==> config.mk <==
export PLATFORM = sky130hd
export DESIGN_NAME = scfl_front
export DESIGN_NICKNAME = d
export VERILOG_FILES = /design/src/rtl/core/assert_macros.svh /design/src/rtl/core/scfl_pkg.sv /design/src/rtl/core/scfl_front.sv
export SDC_FILE = /design/constraint.sdc
export NUM_CORES = 1
export LEC_CHECK = 0
export ABC_AREA = 1
export BUFFER_PORTS_ARGS = -buffer_cell sky130_fd_sc_hd__buf_4
export CAP_MARGIN = 10
export CORE_MARGIN = 10
export CORE_UTILIZATION = 25
export DETAILED_ROUTE_END_ITERATION = 10
export SETUP_SLACK_MARGIN = 0.3
export SYNTH_ARGS = -nofsm -noshare
export SYNTH_HDL_FRONTEND = slang
export SYNTH_SLANG_ARGS = --single-unit
==> constraint.sdc <==
create_clock -name vclk -period 6.8
set_clock_uncertainty 0.15 [all_clocks]
set_input_delay 1.36 -clock vclk [all_inputs]
set_output_delay 1.36 -clock vclk [all_outputs]
set_load 0.005 [all_outputs]
==> src/rtl/core/assert_macros.svh <==
// Assertion macros for the allocator RTL.
`ifndef ASSERT_MACROS_SVH
`define ASSERT_MACROS_SVH

`ifndef SYNTH
`define SCFL_ASSERT(lbl, clk, rst_n, prop, msg) \
  lbl: assert property (@(posedge clk) disable iff (!rst_n) (prop)) else $error(msg);
`define SCFL_NEVER(lbl, clk, rst_n, cond, msg) \
  lbl: assert property (@(posedge clk) disable iff (!rst_n) !(cond)) else $error(msg);
`else
`define SCFL_ASSERT(lbl, clk, rst_n, prop, msg)
`define SCFL_NEVER(lbl, clk, rst_n, cond, msg)
`endif

`endif

==> src/rtl/core/scfl_pkg.sv <==
// Types, constants and helpers for the size-class free-list allocator.
package scfl_pkg;

  localparam int unsigned HEAP_BYTES_DEF     = 65536;
  localparam int unsigned MIN_BLOCK_LOG2_DEF = 3;
  localparam int unsigned NUM_CLASSES_DEF    = 14;

  localparam int unsigned SIZE_BITS   = 17;
  localparam int unsigned ADDR_BITS   = 32;
  localparam int unsigned EXP_BITS    = 5;
  localparam int unsigned BLK_BITS    = 18;
  localparam int unsigned QUEUE_DEPTH = 2;

  typedef enum logic {
    REQ_ALLOC = 1'b0,
    REQ_FREE  = 1'b1
  } req_type_e;

  typedef enum logic [2:0] {
    CMD_ALLOC,
    CMD_FREE,
    CMD_FREE_IGNORE,
    CMD_OVERSIZE_ALLOC,
    CMD_OVERSIZE_FREE
  } cmd_kind_e;

  typedef enum logic [1:0] {
    ST_ALLOCATED = 2'd0,
    ST_FREED     = 2'd1,
    ST_IGNORED   = 2'd2,
    ST_NO_MEMORY = 2'd3
  } status_e;

  typedef enum logic {
    BK_READY,
    BK_POP
  } back_state_e;

  // Classified request as it travels from front to back.
  typedef struct packed {
    cmd_kind_e             kind;
    logic [EXP_BITS-1:0]   exp;
  } cmd_t;

  // Index width for a store of n entries, at least one bit.
  function automatic int unsigned idx_width(input int unsigned n);
    return (n > 1) ? $clog2(n) : 1;
  endfunction

endpackage

==> src/rtl/core/scfl_front.sv <==
// Request classifier: size class, range check and granule index.
module scfl_front import scfl_pkg::*; #(
  parameter int unsigned HEAP_BYTES     = HEAP_BYTES_DEF,
  parameter int unsigned MIN_BLOCK_LOG2 = MIN_BLOCK_LOG2_DEF,
  parameter int unsigned NUM_CLASSES    = NUM_CLASSES_DEF,
  localparam int unsigned GRANULES = HEAP_BYTES >> MIN_BLOCK_LOG2,
  localparam int unsigned GW       = idx_width(GRANULES)
) (
  input  logic                 req_type_i,
  input  logic [SIZE_BITS-1:0] request_size_i,
  input  logic [ADDR_BITS-1:0] block_address_i,
  input  logic [ADDR_BITS-1:0] heap_base_i,
  output cmd_t                 cmd_o,
  output logic [GW-1:0]        gran_o
);

  localparam int unsigned EXP_LIMIT = MIN_BLOCK_LOG2 + NUM_CLASSES;

  logic [SIZE_BITS-1:0] size_m1;
  logic [EXP_BITS-1:0]  bit_len;
  logic [EXP_BITS-1:0]  exp;
  logic                 oversize;
  logic [ADDR_BITS:0]   diff;
  logic                 outside;
  logic [ADDR_BITS-1:0] gran_full;

  // zero size counts as one byte
  assign size_m1 = (request_size_i == '0) ? '0 : request_size_i - SIZE_BITS'(1);

  always_comb begin
    bit_len = '0;
    for (int i = 0; i < SIZE_BITS; i++) begin
      if (size_m1[i]) bit_len = EXP_BITS'(i + 1);
    end
  end

  assign exp      = (bit_len < EXP_BITS'(MIN_BLOCK_LOG2)) ? EXP_BITS'(MIN_BLOCK_LOG2) : bit_len;
  assign oversize = (32'(exp) >= EXP_LIMIT);

  assign diff      = {1'b0, block_address_i} - {1'b0, heap_base_i};
  assign outside   = diff[ADDR_BITS] || (diff[ADDR_BITS-1:0] >= ADDR_BITS'(HEAP_BYTES));
  assign gran_full = diff[ADDR_BITS-1:0] >> MIN_BLOCK_LOG2;
  // a partial granule at the heap end wraps to granule zero
  assign gran_o    = (gran_full >= ADDR_BITS'(GRANULES)) ? '0 : GW'(gran_full);

  always_comb begin
    cmd_o.exp = exp;
    if (req_type_i == REQ_ALLOC) begin
      cmd_o.kind = oversize ? CMD_OVERSIZE_ALLOC : CMD_ALLOC;
    end else if (oversize) begin
      cmd_o.kind = CMD_OVERSIZE_FREE;
    end else begin
      cmd_o.kind = outside ? CMD_FREE_IGNORE : CMD_FREE;
    end
  end

endmodule

Yosys cells after proc, flatten, opt, wreduce, memory -nomap -nowiden
Cells that the tools add are included.
{"block": "op_classes", "order_cmp": 4, "muxes": 24, "n_addsub": 2, "reduce_logical": 2}
{"cell": "5-bit 2-to-1 mux", "count": 16}
{"cell": "32-bit by 32-bit subtractor with 33-bit output", "count": 1}
{"cell": "32-bit by 17-bit >= comparator with 1-bit output, second input constant", "count": 1}
{"cell": "29-bit by 14-bit >= comparator with 1-bit output, second input constant", "count": 1}
{"cell": "17-bit zero test", "count": 1}
{"cell": "17-bit 2-to-1 mux", "count": 1}
{"cell": "17-bit by 1-bit subtractor with 17-bit output, second input constant", "count": 1}
{"cell": "13-bit 2-to-1 mux", "count": 1}
{"cell": "2-bit 2-to-1 mux", "count": 3}
{"cell": "3-bit 2-to-1 mux", "count": 2}
{"cell": "5-bit >= comparator, second input constant", "count": 1}
{"cell": "5-bit by 2-bit less-than comparator with 1-bit output, second input constant", "count": 1}
{"cell": "1-bit logical OR", "count": 1}
{"cell": "1-bit 2-to-1 mux", "count": 1}
{"block": "word_totals", "ff_bits": 0, "elab_cells": 32}

Longest topological paths before layout
{"block": "depth", "word_depth": 24, "depth_mapped": 21}

Worst setup path before layout
Ideal clock, no wire load.
{"block": "synth_path", "kind": "input -> output", "startpoint": "input port block_address_i[0]", "endpoint": "output port gran_o[10]", "t_arrival_ns": 3.268, "path_stages": 19, "path_slack_ns": 2.022, "path_cell_list": "inv_1 -> ha_1 -> fa_1 -> inv_1 -> nand3_1 -> nand3_1 -> nand2_1 -> nand2_1 -> nand2_1 -> nand2_1 -> nand2_1 -> nand2_1 -> nand3_1 -> nor2_1 -> nand3_1 -> nor2_2 -> inv_2 -> buf_12 -> nor2_4"}
{"block": "synth_between", "elab_chain_cells": 3}
{"item": "from (decl)", "line_no": "scfl_front.sv:11", "text": "input logic [ADDR_BITS-1:0] block_address_i,"}
{"item": "32-bit by 32-bit subtractor with 33-bit output *", "line_no": "scfl_front.sv:40", "text": "assign diff = {1'b0, block_address_i} - {1'b0, heap_base_i};"}
{"item": "29-bit by 14-bit >= comparator with 1-bit output", "line_no": "scfl_front.sv:44", "text": "assign gran_o = (gran_full >= ADDR_BITS'(GRANULES)) ? '0 : GW'(gran_full);"}
{"item": "13-bit 2-to-1 mux *", "line_no": "scfl_front.sv:44"}
{"item": "to (decl)", "line_no": "scfl_front.sv:14", "text": "output logic [GW-1:0] gran_o"}
Every way passes the cells marked *; elsewhere a longest branch is shown, timed or not.

Worst setup path in the final report
{"block": "layout_path", "startpoint": "input port block_address_i[0]", "endpoint": "output port gran_o[12]"}
Same word-level chain as after synthesis.

==> flow_summary.ini <==
[synthesis]
synth_top_family_by_area = simple AND/OR/NAND/NOR gates
yosys-top-cells-count = nand2_1 (295), inv_1 (170), nor2_1 (58)
synth_fa_ha_area_frac = 0.120
synth-xor-area-share = 0.0426
synth_largest_area_cell = nand2_1
synth_most_common_cell = nand2_1
netlist_instances = 762
netlist.area_leader.share = 0.299
synth_fp_nets = 879
synth_compound_area_frac = 0.0436
synth_cell_type_count = 30
synth-simple-area-share = 0.604
ys_seq_area_frac = 0
synth_area_leaders = nand2_1 (30%), inv_1 (17%), ha_1 (11%), nand3_1 (7.7%), nor2_1 (5.9%)
yosysWarnings = 0
synth.cell_area_um2 = 3700
synth_area_per_cell_um2 = 4.86
synthMuxAreaShare = 0

[floorplanning]
placementRows = 44
core-area_um2 = 14500
dieArea_um2 = 20100
die_h_um = 142
pin_count = 103
die_w_um = 142
start_util = 0.255

[final_layout]
seq_cell_count = 0
nClkBuffers = 0
regArea_um2 = 0
drive_gt1_frac = 0.193
syn_to_final_growth_pct = 26.6
design_area_um2 = 4690
multi_input_area_um2 = 3000
fill_cells = 1735
final_net_count = 983
utilization = 0.322
finalNonFillerCells = 1048
antennaDiodeCount = 0

[setup_path]
crit_slowest_cell = fa_1
required_ns = 5.29
crit_chain = buf_4 > inv_1 > ha_1 > fa_1 > inv_1 > nand3_1 > nand3_1 > nand2_1 > nand3_2 > nand2_1 > nand2_1 > nand2_1 > nand2_1 > nand2_1 > nor2_1 > nand2_1 > nor2_2 > inv_2 > nor2_1 > buf_4
critical_path.max_stage_delay_ns = 0.36
crit_buf_inv = 5
end_kind = primary output
cp_max_fo = 13
crit_type = primary input to primary output
start_kind = primary input
cp.arrival_ns = 3.88
crit_top_cell = nand2_1
critPathTopFamily = simple AND/OR/NAND/NOR gates
critPathLaunch = block_address_i[0]

[sta]
fin_ws_ns = 1.41
worst_slew_pin_slew_ns = 0.527
fin_hold_ws_ns = 2.92
setup_violations = 0
period_needed_ns = 5.39
tns_ns = 0
finalCritPeriodShare = 0.793
report.final.slew_viol_count = 0
max_freq_ghz = 0.185
rsz0062_at_grt = no
max_slew_margin = 0.648
hold_viol = 0

[detailed_routing]
drtIter0Drc = 235
viasPerCell = 4.33
drt_wl_total_um = 12100
drt-pass1-iter-count = 5
vias = 4534
drt.antenna.violating_nets = 0
avgRoutedWirePerCell_um = 11.5
drc = 0

[clock_tree]
post_cts_resized = 0
postCtsSetupBuffers = 0
cts_hold_buf = 0

[grt]
grt_max_degree = 14
grt_pass1_vias = 4203
grt_pass1_wl_um = 19900
antenna_found_initial = 0
grt_usage = 0.114
grt_overflow = 0

[place]
place_ws_ns = 1.34
io_buffers = 103
post-place-cells = 1048
globalplace.congestion = 0.870
dp_hpwl_um = 11200
place_area_um2 = 4690

[power]
p_per_area_nw_per_um2 = 69.8
power_mw = 0.327
leakagePower_nw = 2.87
ir_drop_mv = 0.0274

[worst_hold_path]
hp-start = req_type_i
hold_path.class = primary input to primary output

[outcome]
status = finished clean

[job]
max_cap_violations = 0
## placed cells by master, fill, tap and decap left out, types with 14 or more instances in the layout
master | netlist | routed
nand2_1 | 295 | 295
buf_4 | 0 | 103
inv_1 | 170 | 170
nor2_2 | 21 | 21
xnor2_1 | 14 | 14
a21oi_1 | 18 | 18
ha_1 | 34 | 34
nand4_1 | 17 | 17
nand3_1 | 57 | 57
nor2_1 | 58 | 58
## routing by layer
metal  GRT usage  wire length, um  up-vias  part of all wire
met5           0                0        -                 0
met2       0.182             5040      122              0.42
met4     0.00161               21        0            0.0017
li1            -                -     2508                 -
met3      0.0120              789        2             0.065
met1       0.170             6240     1902              0.52
## layout make-up
cell class         instances  share of cell area
multi-input cells        579               0.640
repair buffers           103               0.165
inverters                182               0.146
well taps                184              0.0491
## tightest hold or removal path, stage by stage
cell     delay, ns
buf_4         0.10
nand3_1       0.08
nand2_1       0.07
buf_4         0.10
## power breakdown
part / switching (mW) / internal, mW
clock: 0 / 0
combinational: 0.199 / 0.128
sequential: 0 / 0
total: 0.199 / 0.128
## final timing paths
| kind | end | slack (ns) | depth (start not counted) |
|---|---|---|---|
| worst max-delay path | gran_o[12] | 1.41 | 20 |
| worst min-delay path | cmd_o[6] | 2.92 | 4 |
## kinds of logic (layout without fill, tap and decap cells)
logic type,count (synthesis),after routing
simple gates,497,497
compound gates,29,29
buf+inv,183,285
xor+xnor,18,18
fa+ha+maj,35,35
(Power assumes the default switching activity.)
