--- src/rtl/core/assert_macros.svh ---
// Assertion macros for the allocator RTL.
`ifndef ASSERT_MACROS_SVH
`define ASSERT_MACROS_SVH

`ifndef SYNTH
`define SCFL_ASSERT(lbl, clk, rst_n, prop, msg) \
  lbl: assert property (@(posedge clk) disable iff (!rst_n) (prop)) else $error(msg);
`define SCFL_NEVER(lbl, clk, rst_n, cond, msg) \
  lbl: assert property (@(posedge clk) disable iff (!rst_n) !(cond)) else $error(msg);
`else
`define SCFL_ASSERT(lbl, clk, rst_n, prop, msg)
`define SCFL_NEVER(lbl, clk, rst_n, cond, msg)
`endif

`endif

--- src/rtl/core/scfl_pkg.sv ---
// Types, constants and helpers for the size-class free-list allocator.
package scfl_pkg;

  localparam int unsigned HEAP_BYTES_DEF     = 65536;
  localparam int unsigned MIN_BLOCK_LOG2_DEF = 3;
  localparam int unsigned NUM_CLASSES_DEF    = 14;

  localparam int unsigned SIZE_BITS   = 17;
  localparam int unsigned ADDR_BITS   = 32;
  localparam int unsigned EXP_BITS    = 5;
  localparam int unsigned BLK_BITS    = 18;
  localparam int unsigned QUEUE_DEPTH = 2;

  typedef enum logic {
    REQ_ALLOC = 1'b0,
    REQ_FREE  = 1'b1
  } req_type_e;

  typedef enum logic [2:0] {
    CMD_ALLOC,
    CMD_FREE,
    CMD_FREE_IGNORE,
    CMD_OVERSIZE_ALLOC,
    CMD_OVERSIZE_FREE
  } cmd_kind_e;

  typedef enum logic [1:0] {
    ST_ALLOCATED = 2'd0,
    ST_FREED     = 2'd1,
    ST_IGNORED   = 2'd2,
    ST_NO_MEMORY = 2'd3
  } status_e;

  typedef enum logic {
    BK_READY,
    BK_POP
  } back_state_e;

  // Classified request as it travels from front to back.
  typedef struct packed {
    cmd_kind_e             kind;
    logic [EXP_BITS-1:0]   exp;
  } cmd_t;

  // Index width for a store of n entries, at least one bit.
  function automatic int unsigned idx_width(input int unsigned n);
    return (n > 1) ? $clog2(n) : 1;
  endfunction

endpackage

--- src/rtl/core/scfl_queue.sv ---
// Short command queue between the classifier and the list engine.
module scfl_queue import scfl_pkg::*; #(
  parameter int unsigned GW = 13
) (
  input  logic          clk_i,
  input  logic          rst_ni,
  input  logic          push_i,
  input  cmd_t          push_cmd_i,
  input  logic [GW-1:0] push_gran_i,
  output logic          full_o,
  input  logic          pop_i,
  output logic          valid_o,
  output cmd_t          cmd_o,
  output logic [GW-1:0] gran_o
);

  localparam int unsigned DEPTH = QUEUE_DEPTH;
  localparam int unsigned PW    = idx_width(DEPTH);
  localparam int unsigned CW    = $clog2(DEPTH + 1);

  cmd_t          cmd_q  [DEPTH];
  logic [GW-1:0] gran_q [DEPTH];
  logic [PW-1:0] wr_ptr_q, wr_ptr_d;
  logic [PW-1:0] rd_ptr_q, rd_ptr_d;
  logic [CW-1:0] count_q, count_d;
  logic          do_push, do_pop;

  assign full_o  = (count_q == CW'(DEPTH));
  assign valid_o = (count_q != '0);
  assign do_push = push_i && !full_o;
  assign do_pop  = pop_i && valid_o;
  assign cmd_o   = cmd_q[rd_ptr_q];
  assign gran_o  = gran_q[rd_ptr_q];

  always_comb begin
    wr_ptr_d = wr_ptr_q;
    rd_ptr_d = rd_ptr_q;
    count_d  = count_q;
    if (do_push) begin
      wr_ptr_d = (wr_ptr_q == PW'(DEPTH - 1)) ? '0 : wr_ptr_q + PW'(1);
    end
    if (do_pop) begin
      rd_ptr_d = (rd_ptr_q == PW'(DEPTH - 1)) ? '0 : rd_ptr_q + PW'(1);
    end
    if (do_push && !do_pop) begin
      count_d = count_q + CW'(1);
    end else if (do_pop && !do_push) begin
      count_d = count_q - CW'(1);
    end
  end

  always_ff @(posedge clk_i or negedge rst_ni) begin
    if (!rst_ni) begin
      wr_ptr_q <= '0;
      rd_ptr_q <= '0;
      count_q  <= '0;
    end else begin
      wr_ptr_q <= wr_ptr_d;
      rd_ptr_q <= rd_ptr_d;
      count_q  <= count_d;
    end
  end

  always_ff @(posedge clk_i) begin
    if (do_push) begin
      cmd_q[wr_ptr_q]  <= push_cmd_i;
      gran_q[wr_ptr_q] <= push_gran_i;
    end
  end

endmodule

--- config.mk ---
export PLATFORM = sky130hd
export DESIGN_NAME = scfl_queue
export DESIGN_NICKNAME = d
export VERILOG_FILES = /design/src/rtl/core/assert_macros.svh /design/src/rtl/core/scfl_pkg.sv /design/src/rtl/core/scfl_queue.sv
export SDC_FILE = /design/constraint.sdc
export NUM_CORES = 1
export LEC_CHECK = 0
export BUFFER_PORTS_ARGS = -buffer_cell sky130_fd_sc_hd__buf_2
export CAP_MARGIN = 10
export CORE_MARGIN = 2
export CORE_UTILIZATION = 35
export DETAILED_ROUTE_END_ITERATION = 7
export MAX_ROUTING_LAYER = met4
export SYNTH_ARGS = -nofsm -noshare
export SYNTH_HDL_FRONTEND = slang
export SYNTH_SLANG_ARGS = --single-unit
--- constraint.sdc ---
create_clock -name clk_i -period 4.62 [get_ports clk_i]
set_input_delay 0.462 -clock clk_i [delete_from_list [all_inputs] [get_ports clk_i]]
set_output_delay 0.462 -clock clk_i [all_outputs]
set_load 0.1 [all_outputs]
=== Word-level counts from Yosys, hierarchy flattened ===
Memory sizes are Yosys's and may differ from the RTL's.
Index checks and enable logic that the tools add are counted.

* Bits in registers: 4
* Bits in latches: 0
* RAM bits: 42
* Memory bits (read-only): 0
* Input bits: 25
* Output and inout bits: 23
* Memories: 2

{| class="wikitable"
|+ Memory list
! name !! depth !! bits a word !! read ports !! clocked after memory_dff !! write ports !! line !! text
|-
| gran_q || 2 || 13 || 1 || 0 || 1 || scfl_queue.sv:22 || <nowiki>logic [GW-1:0] gran_q [DEPTH];</nowiki>
|-
| cmd_q || 2 || 8 || 1 || 0 || 1 || scfl_queue.sv:21 || <nowiki>cmd_t cmd_q [DEPTH];</nowiki>
|}

* Add/subtract/negate cells: 4
* Multipliers: 0
* Divide/modulo/power cells: 0
* Order comparisons: 0
* Equal/unequal tests: 1
* Shifts and indexed selects: 0
* Multiplexer cells: 6
* Bitwise logic cells: 0
* Reductions and logical operators: 9

{| class="wikitable"
|+ Operators with widths
! kind !! count
|-
| logical AND 1 bit || 4
|-
| two-way mux 1 bit || 4
|-
| two-way mux 2 bit || 2
|-
| nonzero test 2 bit || 2
|-
| logical NOT 1 bit || 3
|-
| adder 1 bit (second input constant) || 2
|-
| adder 2 x 1 -> 2 bit (second input constant) || 1
|-
| == test 2 bit (second input constant) || 1
|-
| subtractor 2 x 1 -> 2 bit (second input constant) || 1
|}

=== Longest topological paths before layout ===
* Depth after elaboration: 7
* Depth in mapped cells: 7
* Mapped depth without buffers: 7

=== Least setup slack after synthesis ===
Ideal clock, no wire load.

* Kind: register to register
* Start point: register count_q[0]
* End point: memory cmd_q[0][0] (netlist name) (enable)
* Setup time: 399 ps
* Data arrival time: 1531 ps
* Required time: 4221 ps
* Path slack: 2690 ps
* Cell stages (with the launch flop): 4
* Path buffers: 0
* Clock period less this slack: 1930 ps
* Path through: dfrtp_1 > nand2b_1 > nand2_1 > nor2_1

* Word-level cells in the longest chain between the ends: 5

{| class="wikitable"
|+ RTL lines
! what !! line !! text
|-
| start: declaration || scfl_queue.sv:25 || <nowiki>logic [CW-1:0] count_q, count_d;</nowiki>
|-
| start signal: assignment || scfl_queue.sv:60 || <nowiki>count_q <= count_d;</nowiki>
|-
| == test 2 bit || scfl_queue.sv:28 || <nowiki>assign full_o = (count_q == CW'(DEPTH));</nowiki>
|-
| logical NOT 1 bit || scfl_queue.sv:30 || <nowiki>assign do_push = push_i && !full_o;</nowiki>
|-
| logical AND 1 bit || scfl_queue.sv:30 ||
|-
| two-way mux 1 bit || scfl_queue.sv:65 || <nowiki>if (do_push) begin</nowiki>
|-
| two-way mux 1 bit (implied by the code) || scfl_queue.sv:66 || <nowiki>cmd_q[wr_ptr_q] <= push_cmd_i;</nowiki>
|-
| end: declaration || scfl_queue.sv:21 ||
|}

No other way between the ends.

=== Worst setup path after layout ===
* Start point: register rd_ptr_q
* End point: output port gran_o[1]

* Word-level cells in the longest chain between the ends: 1

{| class="wikitable"
|+ RTL lines
! what !! line !! text
|-
| start: declaration || scfl_queue.sv:24 || <nowiki>logic [PW-1:0] rd_ptr_q, rd_ptr_d;</nowiki>
|-
| start signal: assignment || scfl_queue.sv:59 || <nowiki>rd_ptr_q <= rd_ptr_d;</nowiki>
|-
| memory (2 x 13 bit) || n/a ||
|-
| end: declaration || scfl_queue.sv:14 || <nowiki>output logic [GW-1:0] gran_o</nowiki>
|}

No other way between the ends.

==> metrics <==
status complete, no violations; clk sinks 46; most common flop cell mapped by yosys edfxtp_1; Commonest cells post-synth 42 x edfxtp_1, 19 x mux2_4, 4 x dfrtp_1; crit path DAT 1.93 ns; Bufs and invs on worst path 2; global-route wire length before repair 4110 um; Antenna Nets Post-Route 0; initial antenna violation count 0; drc violations 0; crit-path leading delay family flip-flops; critical path class reg -> out; largest cells by area after synthesis edfxtp_1 70%, mux2_4 16%, dfrtp_1 5.6%; post-detail-place hpwl 1860 um; Clock Path Buffers 2; Max Slew Vio Count 0; final setup fails 0; Crit-path slowest cell dfrtp_1; Root Buffer clkbuf_8; Post-Route WL 2750 um; H-tree level count 2; Post-CTS Resized 0; share of post-route cells with drive strength above 1 56.8%; Seq/Total Area, Yosys 75.7%; Clock Skew 0.00855 ns; FF+latch area 1360 um^2; area of the multi-input gates 410 um^2; TritonCTS clock tree done; Overflow after GRT 0; maximum clock frequency 418 MHz; Reg clk slew, reported paths 0.08 ns; n_diodes 0; post-synth top area cell edfxtp_1; Final min period 2.39 ns; Ys Warns 0; Post-Syn Area 1800 um^2; core area 5040 um^2; CTS Buf Count 5; wire length per cell 13.2 um; TNS Setup 0 ns; Worst Path Required 4.16 ns; hold-fix buffers at CTS 1; CP endpoint kind output port; cell with the most instances after synthesis edfxtp_1; Syn-to-layout area delta 25.4%; startpoint type of the worst setup path flip-flop; Syn Inst Count 84; syn nets 110; Tot GR Track Use 10.5%; post-route worst setup slack 2.23 ns; Total Die Area 5730 um^2; Top Ports 48; Final Util 44.7%; Post-synth EDFFs 42; number of vias per cell 4.25; Post-CTS Setup Inserts 0; die height 75.7 um; die extent in x 75.7 um; CP max stage delay 0.78 ns; Worst Max-Slew Pin Slew 1.11 ns; CP Max Fanout 13; drt first pass iters 3; DR iter-0 viols 10; final period utilization 51.8%; worst slack, placed 2.20 ns; Mean Syn Cell Area 21.4 um^2; Max Cap Viol 0; Netlist cell types 15; largest net degree at the start of global routing 23; Worst slew margin 25.6%; Layout Nets 164; DR vias 889; FF+latch count, synth 46; Routability Congestion 0.636; Starting Density 35.7%; Yosys top cell area share 70.1%; number of port buffers 47; unrepaired setup endpoints after global routing no; hold violation total from the final report 0; Rows 26; fraction of registers with async set/reset 8.70%; FILL cells 469; vias in the first global route 947; HP Class in -> reg; worst path cell trace buf_16, mux2_2, buf_2; Skew-Pair Late Insertion Delay 0.29 ns
## final cells by class
cell class                      instances  area share (%)
Multi-Input combinational cell         34            18.2
Timing Repair Buffer                   49            12.1
Clock inverter                          1            1.33
Sequential cell                        46            60.3
Tap cell                               70            3.88
Clock buffer                            7            3.83
Inverter                                2           0.333
## logic make-up (layout without fill, tap and decap cells)
| logic type | count (synthesis) | after routing | share of synthesized area [%] |
|---|---|---|---|
| and+or+nand+nor | 7 | 7 | 2.43 |
| adders and majority gates | 1 | 1 | 0.695 |
| muxes | 21 | 21 | 17.1 |
| xor gates and xnor gates | 5 | 5 | 2.43 |
| DFF | 46 | 46 | 75.7 |
| buffers and inverters | 4 | 59 | 1.67 |
## flip-flops by register name, summed over array words and instances, names as in the netlist
register  cells
gran_q       26
wr_ptr_q      1
count_q       2
cmd_q        16
rd_ptr_q      1
## cell usage in the layout (no fill, tap or decap)
cell type	synthesis	final
clkbuf_8	0	6
nand2_1	1	1
nor2_1	2	1
nand2_4	1	1
xnor2_1	3	3
and3_1	1	1
buf_2	0	47
dlygate4sd3_1	0	1
mux2_2	2	2
clkbuf_1	0	1
ha_1	1	1
edfxtp_1	42	42
or2_4	1	1
xor2_1	2	2
inv_1	2	2
buf_16	0	1
mux2_4	19	19
nand2b_1	1	1
dfrtp_1	4	4
bufinv_16	0	1
nor2_2	0	1
## per-layer routing
layer | track usage (%) | part of all wire [%] | vias to the layer above
met5 | - | 0 | -
met4 | 3.51 | 1.2 | 0
met2 | 18.4 | 49 | 42
li1 | - | - | 422
met1 | 11.0 | 43 | 421
met3 | 3.57 | 7.5 | 4
## stage by stage
step                cell area, um^2  instances  hold slack (ns)
floorplan                      1800         84            0.166
global placement               2100        199            0.272
detailed placement             2100        199            0.277
CTS                            2230        208            0.344
global route                   2260        209            0.339
finish                         2260        209            0.352
## worst paths after layout
check	to	slack, ns	cells after the start	start
setup reg to reg	gran_q[0][6]$_DFFE_PP_	2.68	3	count_q[0]$_DFFE_PN0P_
hold / removal	gran_q[1][7]$_DFFE_PP_	0.35	1	push_gran_i[7]
hold reg to reg	count_q[1]$_DFFE_PN0P_	0.51	1	count_q[1]$_DFFE_PN0P_
setup / recovery	gran_o[1]	2.23	3	rd_ptr_q$_DFFE_PN0P_
min in group asynchronous	count_q[0]$_DFFE_PN0P_	0.49	2	rst_ni
max in group asynchronous	count_q[1]$_DFFE_PN0P_	4.00	2	rst_ni
Power is left out: the tool's default activity adds up to more than one toggle a clock period on the data nets, which glitch-free logic cannot reach.
