### config.mk
export PLATFORM = sky130hd
export DESIGN_NAME = scfl_back
export DESIGN_NICKNAME = d
export VERILOG_FILES = /design/src/rtl/core/scfl_pkg.sv /design/src/rtl/core/scfl_back.sv
export VERILOG_INCLUDE_DIRS = /design/src /design/src/rtl/core
export SDC_FILE = /design/constraint.sdc
export NUM_CORES = 1
export LEC_CHECK = 0
export ABC_AREA = 1
export BUFFER_PORTS_ARGS = -buffer_cell sky130_fd_sc_hd__buf_4
export CAP_MARGIN = 20
export CORE_MARGIN = 1.5
export CORE_UTILIZATION = 35
export CTS_CLUSTER_DIAMETER = 30
export DETAILED_ROUTE_END_ITERATION = 8
export GPL_TIMING_DRIVEN = 1
export HOLD_SLACK_MARGIN = 0.02
export PLACE_DENSITY_LB_ADDON = 0.08
export SLEW_MARGIN = 25
export SYNTH_ARGS = -nofsm -noshare
export SYNTH_HDL_FRONTEND = slang
export SYNTH_SLANG_ARGS = --single-unit
### constraint.sdc
create_clock -name clk_i -period 3.7 [get_ports clk_i]
set_input_delay 0.185 -clock clk_i [delete_from_list [all_inputs] [get_ports clk_i]]
set_output_delay 0.185 -clock clk_i [all_outputs]
set_load 0.01 [all_outputs]
### src/rtl/core/assert_macros.svh
// Assertion macros for the allocator RTL.
`ifndef ASSERT_MACROS_SVH
`define ASSERT_MACROS_SVH

`ifndef SYNTH
`define SCFL_ASSERT(lbl, clk, rst_n, prop, msg) \
  lbl: assert property (@(posedge clk) disable iff (!rst_n) (prop)) else $error(msg);
`define SCFL_NEVER(lbl, clk, rst_n, cond, msg) \
  lbl: assert property (@(posedge clk) disable iff (!rst_n) !(cond)) else $error(msg);
`else
`define SCFL_ASSERT(lbl, clk, rst_n, prop, msg)
`define SCFL_NEVER(lbl, clk, rst_n, cond, msg)
`endif

`endif

### src/rtl/core/scfl_pkg.sv
// Types, constants and helpers for the size-class free-list allocator.
package scfl_pkg;

  localparam int unsigned HEAP_BYTES_DEF     = 65536;
  localparam int unsigned MIN_BLOCK_LOG2_DEF = 3;
  localparam int unsigned NUM_CLASSES_DEF    = 14;

  localparam int unsigned SIZE_BITS   = 17;
  localparam int unsigned ADDR_BITS   = 32;
  localparam int unsigned EXP_BITS    = 5;
  localparam int unsigned BLK_BITS    = 18;
  localparam int unsigned QUEUE_DEPTH = 2;

  typedef enum logic {
    REQ_ALLOC = 1'b0,
    REQ_FREE  = 1'b1
  } req_type_e;

  typedef enum logic [2:0] {
    CMD_ALLOC,
    CMD_FREE,
    CMD_FREE_IGNORE,
    CMD_OVERSIZE_ALLOC,
    CMD_OVERSIZE_FREE
  } cmd_kind_e;

  typedef enum logic [1:0] {
    ST_ALLOCATED = 2'd0,
    ST_FREED     = 2'd1,
    ST_IGNORED   = 2'd2,
    ST_NO_MEMORY = 2'd3
  } status_e;

  typedef enum logic {
    BK_READY,
    BK_POP
  } back_state_e;

  // Classified request as it travels from front to back.
  typedef struct packed {
    cmd_kind_e             kind;
    logic [EXP_BITS-1:0]   exp;
  } cmd_t;

  // Index width for a store of n entries, at least one bit.
  function automatic int unsigned idx_width(input int unsigned n);
    return (n > 1) ? $clog2(n) : 1;
  endfunction

endpackage

### src/rtl/core/scfl_back.sv
// List engine: class heads, bump pointer, next-link RAM access and results.
`include "assert_macros.svh"
module scfl_back import scfl_pkg::*; #(
  parameter int unsigned HEAP_BYTES     = HEAP_BYTES_DEF,
  parameter int unsigned MIN_BLOCK_LOG2 = MIN_BLOCK_LOG2_DEF,
  parameter int unsigned NUM_CLASSES    = NUM_CLASSES_DEF,
  localparam int unsigned GRANULES = HEAP_BYTES >> MIN_BLOCK_LOG2,
  localparam int unsigned GW       = idx_width(GRANULES)
) (
  input  logic                 clk_i,
  input  logic                 rst_ni,
  input  logic [ADDR_BITS-1:0] heap_base_i,
  input  logic                 q_valid_i,
  input  cmd_t                 q_cmd_i,
  input  logic [GW-1:0]        q_gran_i,
  output logic                 q_pop_o,
  output logic                 ram_we_o,
  output logic [GW-1:0]        ram_waddr_o,
  output logic [GW-1:0]        ram_wdata_o,
  output logic                 ram_re_o,
  output logic [GW-1:0]        ram_raddr_o,
  input  logic [GW-1:0]        ram_rdata_i,
  output logic                 result_valid_o,
  output logic [ADDR_BITS-1:0] result_address_o,
  output logic [1:0]           status_o,
  output logic [SIZE_BITS-1:0] granted_size_o
);

  localparam int unsigned CLW  = $clog2(NUM_CLASSES);
  localparam int unsigned BW   = $clog2(HEAP_BYTES + 1);
  localparam int unsigned SUMW = ((BW > BLK_BITS) ? BW : BLK_BITS) + 1;

  back_state_e          state_q, state_d;
  logic [BW-1:0]        bump_q, bump_d;
  logic [NUM_CLASSES-1:0] hvalid_q, hvalid_d;
  logic [GW-1:0]        head_q [NUM_CLASSES];
  logic [GW-1:0]        head_d [NUM_CLASSES];
  logic [CLW-1:0]       pop_cls_q, pop_cls_d;
  logic [GW-1:0]        pop_head_q, pop_head_d;
  logic [EXP_BITS-1:0]  pop_exp_q, pop_exp_d;
  logic                 res_valid_q, res_valid_d;
  logic [ADDR_BITS-1:0] res_addr_q, res_addr_d;
  status_e              res_status_q, res_status_d;
  logic [SIZE_BITS-1:0] res_size_q, res_size_d;

  logic [CLW-1:0]       cls;
  logic [BLK_BITS-1:0]  blk;
  logic [BLK_BITS-1:0]  pop_blk;
  logic                 cur_valid;
  logic [GW-1:0]        cur_head;
  logic [SUMW-1:0]      bump_sum;
  logic                 fits;

  assign cls       = CLW'(q_cmd_i.exp - EXP_BITS'(MIN_BLOCK_LOG2));
  assign blk       = BLK_BITS'(1) << q_cmd_i.exp;
  assign pop_blk   = BLK_BITS'(1) << pop_exp_q;
  assign cur_valid = hvalid_q[cls];
  assign cur_head  = head_q[cls];
  assign bump_sum  = SUMW'(bump_q) + SUMW'(blk);
  assign fits      = (bump_sum <= SUMW'(HEAP_BYTES));

  // next state
  always_comb begin
    state_d = state_q;
    case (state_q)
      BK_READY: begin
        if (q_valid_i && q_cmd_i.kind == CMD_ALLOC && cur_valid) state_d = BK_POP;
      end
      BK_POP:  state_d = BK_READY;
      default: state_d = BK_READY;
    endcase
  end

  // datapath and outputs
  always_comb begin
    bump_d       = bump_q;
    hvalid_d     = hvalid_q;
    head_d       = head_q;
    pop_cls_d    = pop_cls_q;
    pop_head_d   = pop_head_q;
    pop_exp_d    = pop_exp_q;
    res_valid_d  = 1'b0;
    res_addr_d   = res_addr_q;
    res_status_d = res_status_q;
    res_size_d   = res_size_q;
    q_pop_o      = 1'b0;
    ram_we_o     = 1'b0;
    ram_waddr_o  = q_gran_i;
    ram_wdata_o  = cur_head;
    ram_re_o     = 1'b0;
    ram_raddr_o  = cur_head;
    case (state_q)
      BK_READY: begin
        if (q_valid_i) begin
          q_pop_o     = 1'b1;
          res_valid_d = 1'b1;
          res_addr_d  = '0;
          res_size_d  = blk[SIZE_BITS-1:0];
          case (q_cmd_i.kind)
            CMD_ALLOC: begin
              if (cur_valid) begin
                // head pop finishes once the next link is back from RAM
                ram_re_o    = 1'b1;
                pop_cls_d   = cls;
                pop_head_d  = cur_head;
                pop_exp_d   = q_cmd_i.exp;
                res_valid_d = 1'b0;
              end else if (fits) begin
                res_addr_d   = heap_base_i + ADDR_BITS'(bump_q);
                bump_d       = BW'(bump_sum);
                res_status_d = ST_ALLOCATED;
              end else begin
                res_status_d = ST_NO_MEMORY;
              end
            end
            CMD_FREE: begin
              res_status_d = ST_FREED;
              if (!cur_valid) begin
                // first block of a list links to itself
                ram_we_o      = 1'b1;
                ram_wdata_o   = q_gran_i;
                head_d[cls]   = q_gran_i;
                hvalid_d[cls] = 1'b1;
              end else if (cur_head != q_gran_i) begin
                ram_we_o    = 1'b1;
                ram_wdata_o = cur_head;
                head_d[cls] = q_gran_i;
              end
            end
            CMD_FREE_IGNORE: begin
              res_status_d = ST_IGNORED;
            end
            CMD_OVERSIZE_ALLOC: begin
              res_status_d = ST_NO_MEMORY;
              res_size_d   = '0;
            end
            CMD_OVERSIZE_FREE: begin
              res_status_d = ST_IGNORED;
              res_size_d   = '0;
            end
            default: begin
              res_status_d = ST_IGNORED;
              res_size_d   = '0;
            end
          endcase
        end
      end
      BK_POP: begin
        res_valid_d  = 1'b1;
        res_addr_d   = heap_base_i + (ADDR_BITS'(pop_head_q) << MIN_BLOCK_LOG2);
        res_status_d = ST_ALLOCATED;
        res_size_d   = pop_blk[SIZE_BITS-1:0];
        if (ram_rdata_i == pop_head_q) begin
          hvalid_d[pop_cls_q] = 1'b0;
        end else begin
          head_d[pop_cls_q] = ram_rdata_i;
        end
      end
      default: begin
        res_valid_d = 1'b0;
      end
    endcase
  end

  always_ff @(posedge clk_i or negedge rst_ni) begin
    if (!rst_ni) begin
      state_q     <= BK_READY;
      bump_q      <= '0;
      hvalid_q    <= '0;
      res_valid_q <= 1'b0;
    end else begin
      state_q     <= state_d;
      bump_q      <= bump_d;
      hvalid_q    <= hvalid_d;
      res_valid_q <= res_valid_d;
    end
  end

  always_ff @(posedge clk_i) begin
    head_q       <= head_d;
    pop_cls_q    <= pop_cls_d;
    pop_head_q   <= pop_head_d;
    pop_exp_q    <= pop_exp_d;
    res_addr_q   <= res_addr_d;
    res_status_q <= res_status_d;
    res_size_q   <= res_size_d;
  end

  assign result_valid_o   = res_valid_q;
  assign result_address_o = res_addr_q;
  assign status_o         = res_status_q;
  assign granted_size_o   = res_size_q;

  `SCFL_ASSERT(a_pop_gives_result, clk_i, rst_ni, (state_q == BK_POP) |=> res_valid_q, "pop lost its result")
  `SCFL_ASSERT(a_no_deq_in_pop, clk_i, rst_ni, (state_q == BK_POP) |-> !q_pop_o, "queue drained during pop")
  `SCFL_ASSERT(a_read_then_pop, clk_i, rst_ni, ram_re_o |=> (state_q == BK_POP), "link read without pop")
  `SCFL_NEVER(a_ram_rw_clash, clk_i, rst_ni, ram_we_o && ram_re_o, "link RAM read and write together")
  `SCFL_ASSERT(a_bump_in_heap, clk_i, rst_ni, bump_q <= BW'(HEAP_BYTES), "bump pointer past heap end")

endmodule

======== Word-level counts from Yosys, hierarchy flattened ========
Index checks and enable logic that the tools add are counted.
cells by class
  add/sub/neg operators ................... 4
  multiply operators ...................... 0
  div/mod/pow operators ................... 0
  $lt $le $gt $ge ......................... 9
  equal/unequal tests ..................... 12
  shift-type cells ........................ 2
  muxes and demuxes ....................... 60
  bitwise gates (word level) .............. 7
  reductions and logical operators ........ 13
operators with widths
  cell                  count
  $mux 182              5
  $bwmux 182            2
  $pmux 182 s2          1
  $mux 32               4
  $demux 13 s4          2
  $mux 13               8
  $pmux 32 s2           1
  $mux 14               4
  $bmux 13 s4           1
  $mux 17               2
  $pmux 17 s2           1
  $add 32x16->32        1
  $add 32x17->32        1
  $pmux 14 s2           1
  $add 17x18->19        1
  $le 19x17->1 const B  1
  $mux 1                18
  $shl 1x5->18 const A  1
  $shl 1x5->17 const A  1
  $and 14x14->14        1
  $not 14->14           1
  $or 14x14->14         1
  $eq 13x13->1          1
  $ne 13x13->1          1
  24 further kinds      46
word-level totals
  bits in registers ....................... 288
  bits in latches ......................... 0
  bits in writable memories ............... 0
  ROM bits ................................ 0
  input port bits ......................... 69
  output and inout bits ................... 94
  memories ................................ 0

======== Longest topological paths before layout ========
  depth after elaboration ................. 12
  mapped depth ............................ 28

======== Worst setup path before layout ========
OpenSTA, ideal clock, no wires.
  kind .................................... input to register
  from .................................... in q_cmd_i[0] (netlist name)
  to ...................................... reg pop_cls_q[0] (enable)
  library setup time ...................... 429 ps
  arrival ................................. 3,306 ps
  slack ................................... -35 ps
  stages .................................. 14
  buffers on the path ..................... 5
  path through ............................ buf_6 > inv_4 > buf_6 > buf_6 > ha_1 > buf_4 > clkbuf_1 > nand3_1 > nand2_1 > nand2_1 > nand2_1 > nor2_4 > nand2_1 > nor3_1
on the way
  longest elaborated chain between the ends .. 4
ends and longest elaborated chain
  item                               line              source
  start, declared                    scfl_back.sv:14   input cmd_t q_cmd_i,
  $sub 4x2->4                        scfl_back.sv:54   assign cls = CLW'(q_cmd_i.exp - EXP_BITS'(MIN_BLOCK_LOG2));
  net cls[0]                         scfl_back.sv:46   logic [CLW-1:0] cls;
  $bmux 1 s4                         scfl_back.sv:57   assign cur_valid = hvalid_q[cls];
  $mux 1 (not written as such)       scfl_back.sv:57
  $reduce_and 4->1 (no source line)  --
  end signal, assigned               scfl_back.sv:181  pop_cls_q <= pop_cls_d;
  end, declared                      scfl_back.sv:38   logic [CLW-1:0] pop_cls_q, pop_cls_d;
The timed path passes the listed nets, and every way through them passes these cells. The select of a mux whose other input is x is not followed.
A chain may end at the register's enable or synchronous reset.

======== Worst setup path after layout ========
  from .................................... in q_cmd_i[2] (netlist name)
  to ...................................... out ram_wdata_o[2]
on the way
  longest elaborated chain between the ends .. 9
  elaborated cells between the ends (all ways) .. 11
  classes of those cells .................. add/sub: 1; mux: 9; bitwise: 1
ends and longest elaborated chain
  item                                         line              source
  $sub 4x2->4 *                                scfl_back.sv:54
  net cls[2]                                   scfl_back.sv:46
  $not 4->5 (not written as such)              scfl_back.sv:58   assign cur_head = head_q[cls];
  $bmux 13 s4                                  scfl_back.sv:58
  $mux 13 (not written as such) (2 in series)  scfl_back.sv:58
  $mux 13                                      scfl_back.sv:118  if (!cur_valid) begin
  $mux 13                                      scfl_back.sv:99   case (q_cmd_i.kind)
  $mux 13                                      scfl_back.sv:94   if (q_valid_i) begin
  $mux 13 *                                    scfl_back.sv:92   case (state_q)
  end, declared                                scfl_back.sv:19   output logic [GW-1:0] ram_wdata_o,
The timed path passes the listed nets; every way through them passes the cells marked *. The select of a mux whose other input is x is not followed.

==> impl_metrics.yaml <==
sta:
  layout_min_cycle_time_ns: 3.58
  setup_ws_ns: 0.124
  worstMarginPinSlew_ns: 1.10
  worst_hold_slack_ns: 0.0491
  min_period_over_period_pct: 96.7
  fin_worst_skew_ns: 0.0134
  rsz0062_at_grt: "false"
  final_hold_viol_count: 0
  report.final.slew_viol_count: 0
  slew_headroom_pct: 26.6
  fmax_mhz: 280
  fin_tns_setup_ns: 0
  finalSetupViolCount: 0
routing:
  first_pass_iters: 5
  drtIter0Drc: 1740
  routed_via_density: 5.44
  drc_errors: 0
  ant_nets: 0
  drt-total-wl_microns: 77100
  via_count: 18500
  drt-wirelength-per-cell_microns: 22.7
setup_path:
  path_cells: "dlygate4sd3_1 > buf_4 > inv_2 > ha_1 > inv_2 > buf_4 > nor2_2 > nand2_1 > nand2_2 > nor2_4 > buf_4 > nor2_1 > inv_2 > o21ai_0 > buf_4"
  cp.required_ns: 3.51
  arrival_ns: 3.39
  endpoint_kind: "primary output"
  worst_setup_path_start_kind: "primary input"
  path_common_cell: "buf_4"
  crit_buf_inv: 8
  slowest_delay_ns: 0.54
  critPathKind: "in2out"
  crit_fanout: 28
  slowest_stage: "dlygate4sd3_1"
  crit_family: "buffers and inverters"
cells_and_area:
  nets: 2766
  finish.utilization_pct: 45.1
  syn2layout_area_growth_pct: 26.5
  layout_commonest_cell: "nand2_1"
  drive_gt1_share_pct: 14.2
  final_cell_mix: "nand2_1 (808), inv_1 (308), edfxtp_1 (255)"
  regArea_sq_um: 8480
  multi_input_area_sq_um: 8480
  fillers: 5339
  n_antenna_cell: 0
global_routing:
  grt_util_met1_pct: 34.9
  grt_pass1_wl_microns: 113000
  grt_pass1_vias: 17700
  grt.total_usage_pct: 27.2
  antenna_found_initial: 0
  grtUsageMet2_pct: 44.8
  grt-ovfl-total: 0
  grt_max_degree: 101
  use_met3_pct: 5.56
  top_usage_layer: "met2"
die:
  row_count: 84
  die_w_microns: 235
  ios: 163
  die_h_microns: 235
  core_sq_um: 53000
  die_area_sq_um: 55300
  start_util_pct: 35.6
logic_synthesis:
  ys_ff_latch: 288
  synth_area_per_cell_sq_um: 7.73
  synth-main-ff-cell: "edfxtp_1"
  yosysSeqAreaShare_pct: 44.9
  syn_nets: 2569
  yosys_warnings: 0
  synth_edf_count: 255
  async_reset_ff_share_pct: 11.5
  synthCells: 2443
  netlist_area_sq_um: 18900
  yosysUniqueCellTypes: 46
pwr:
  power.switching_w: 0.00337
  seqPwrFrac_pct: 29.7
  finalPower_w: 0.0125
  switching_share_pct: 26.9
  share_comb_of_total_power_pct: 13.7
  total_leakage_power_nw: 10.9
  p_int_w: 0.00917
  vdd_drop_max_uv: 341
  cellPowerDensity_nw_per_um2: 525
  p_clk_share_pct: 56.6
placed_design:
  dp_hpwl_microns: 53200
  preCtsSetupSlack_ns: 0.268
  placement.io_buffers: 162
  gp_congestion: 0.922
clocking:
  htreeDepth: 3
  clock-sinks: 288
  clock_path_buffers: 3
  cts_tree: "done"
  clkSlewWorstSetupHoldPaths_ns: 0.04
  cts_inserted_buffers: 81
  clk_latency_ns: 0.61
  cts_root_buf: "clkbuf_16"
hold_path:
  min_path_type: "in2reg"
run_status:
  status: "completed"
job:
  drv_cap: 0
-- tightest hold or removal path: stages --
cell	delay (ns)
buf_4	0.11
xor2_1	0.08
nand2_1	0.06
nand2_1	0.05
-- registers in the layout, indices dropped and copies added, names as in the netlist --
name / cells
pop_head_q: 13
pop_exp_q: 5
head_q: 182
granted_size_o: 17
status_o: 2
state_q: 1
hvalid_q: 14
bump_q: 17
result_address_o: 32
pop_cls_q: 4
result_valid_o: 1
-- synthesized netlist by cell type (2+ instances only) --
cell,count,area share (%)
a21o_1,4,0.16
a21oi_1,90,2.4
a21oi_2,9,0.42
a31oi_1,4,0.13
and2_1,2,0.066
buf_1,8,0.16
buf_2,33,0.87
buf_4,18,0.72
buf_6,10,0.60
clkbuf_1,74,1.5
dfrtp_1,33,4.4
edfxtp_1,255,41
fa_1,3,0.32
ha_1,54,3.6
inv_1,308,6.1
inv_2,8,0.16
nand2_1,809,16
nand2_2,8,0.27
nand2_4,3,0.18
nand3_1,160,4.2
nand3b_1,3,0.12
nand4_1,65,2.2
nor2_1,120,2.4
nor2_2,3,0.099
nor3_1,26,0.69
o211ai_1,2,0.080
o21a_1,2,0.080
o21ai_0,75,2.0
o21ai_1,3,0.080
o21bai_1,5,0.20
o22ai_1,170,5.6
o32ai_1,17,0.79
or2_2,3,0.099
xnor2_1,20,0.93
xor2_1,25,1.2
-- metrics by stage --
step | area [sq um] | std cells
floorplan | 18900 | 2443
global placement | 20800 | 3210
detailed placement | 20800 | 3210
CTS | 23900 | 3394
global route | 23900 | 3394
finish | 23900 | 3394
-- path summary, 6_finish.rpt --
path                                              start                              to  slack (ns)  cells past startpoint
worst min-delay path                    heap_base_i[21]  result_address_o[21]$_DFFE_PN_        0.05                      4
worst max register to register    bump_q[0]$_DFFE_PN0P_           bump_q[5]$_DFFE_PN0P_        0.82                     16
max in group asynchronous                        rst_ni               state_q$_DFF_PN0_        3.09                      2
min in group asynchronous                        rst_ni        result_valid_o$_DFF_PN0_        0.16                      2
worst min register to register  hvalid_q[6]$_DFFE_PN0P_         hvalid_q[6]$_DFFE_PN0P_        0.51                      2
worst max-delay path                         q_cmd_i[2]                  ram_wdata_o[2]        0.12                     15
-- layout make-up --
type | instances | share of cell area [%]
Sequential cell | 288 | 35.5
Multi-Input combinational cell | 1694 | 35.5
Clock buffer | 105 | 9.13
Timing Repair Buffer | 258 | 8.80
Inverter | 317 | 5.00
Tap cell | 688 | 3.61
Clock inverter | 44 | 2.42
-- power groups by stage --
stage               Combinational [W]  Sequential, W  Clock [W]
floorplan                    0.000965        0.00375          0
global placement              0.00167        0.00377          0
detailed placement            0.00166        0.00377          0
CTS                           0.00170        0.00372    0.00715
global route                  0.00185        0.00372    0.00735
finish                        0.00172        0.00372    0.00709
-- metal layers --
layer  wire length [microns]  vias to the layer above
met4                    3160                        0
met1                   32100                     8855
met5                       0                        -
met3                    5650                      160
met2                   36200                      812
li1                        -                     8626
-- cell families (layout without fill, tap and decap cells) --
| logic type | count (synthesis) | count (layout) | share of synthesized area [%] |
|---|---|---|---|
| simple gates | 1211 | 1211 | 26.9 |
| buf+inv | 461 | 724 | 10.2 |
| compound gates | 381 | 381 | 11.9 |
| flops | 288 | 288 | 44.9 |
| fa+ha+maj | 57 | 57 | 3.90 |
| xor+xnor | 45 | 45 | 2.09 |
-- repair_timing --
item | 4_1_cts | 5_1_grt
buffers inserted | 0 | 0
endpoints found under the setup margin | 0 | 1
endpoints found under the hold margin | 65 | 0
hold buffers | 35 | 0
resized for setup | 0 | 1
(Power assumes the default switching activity.)
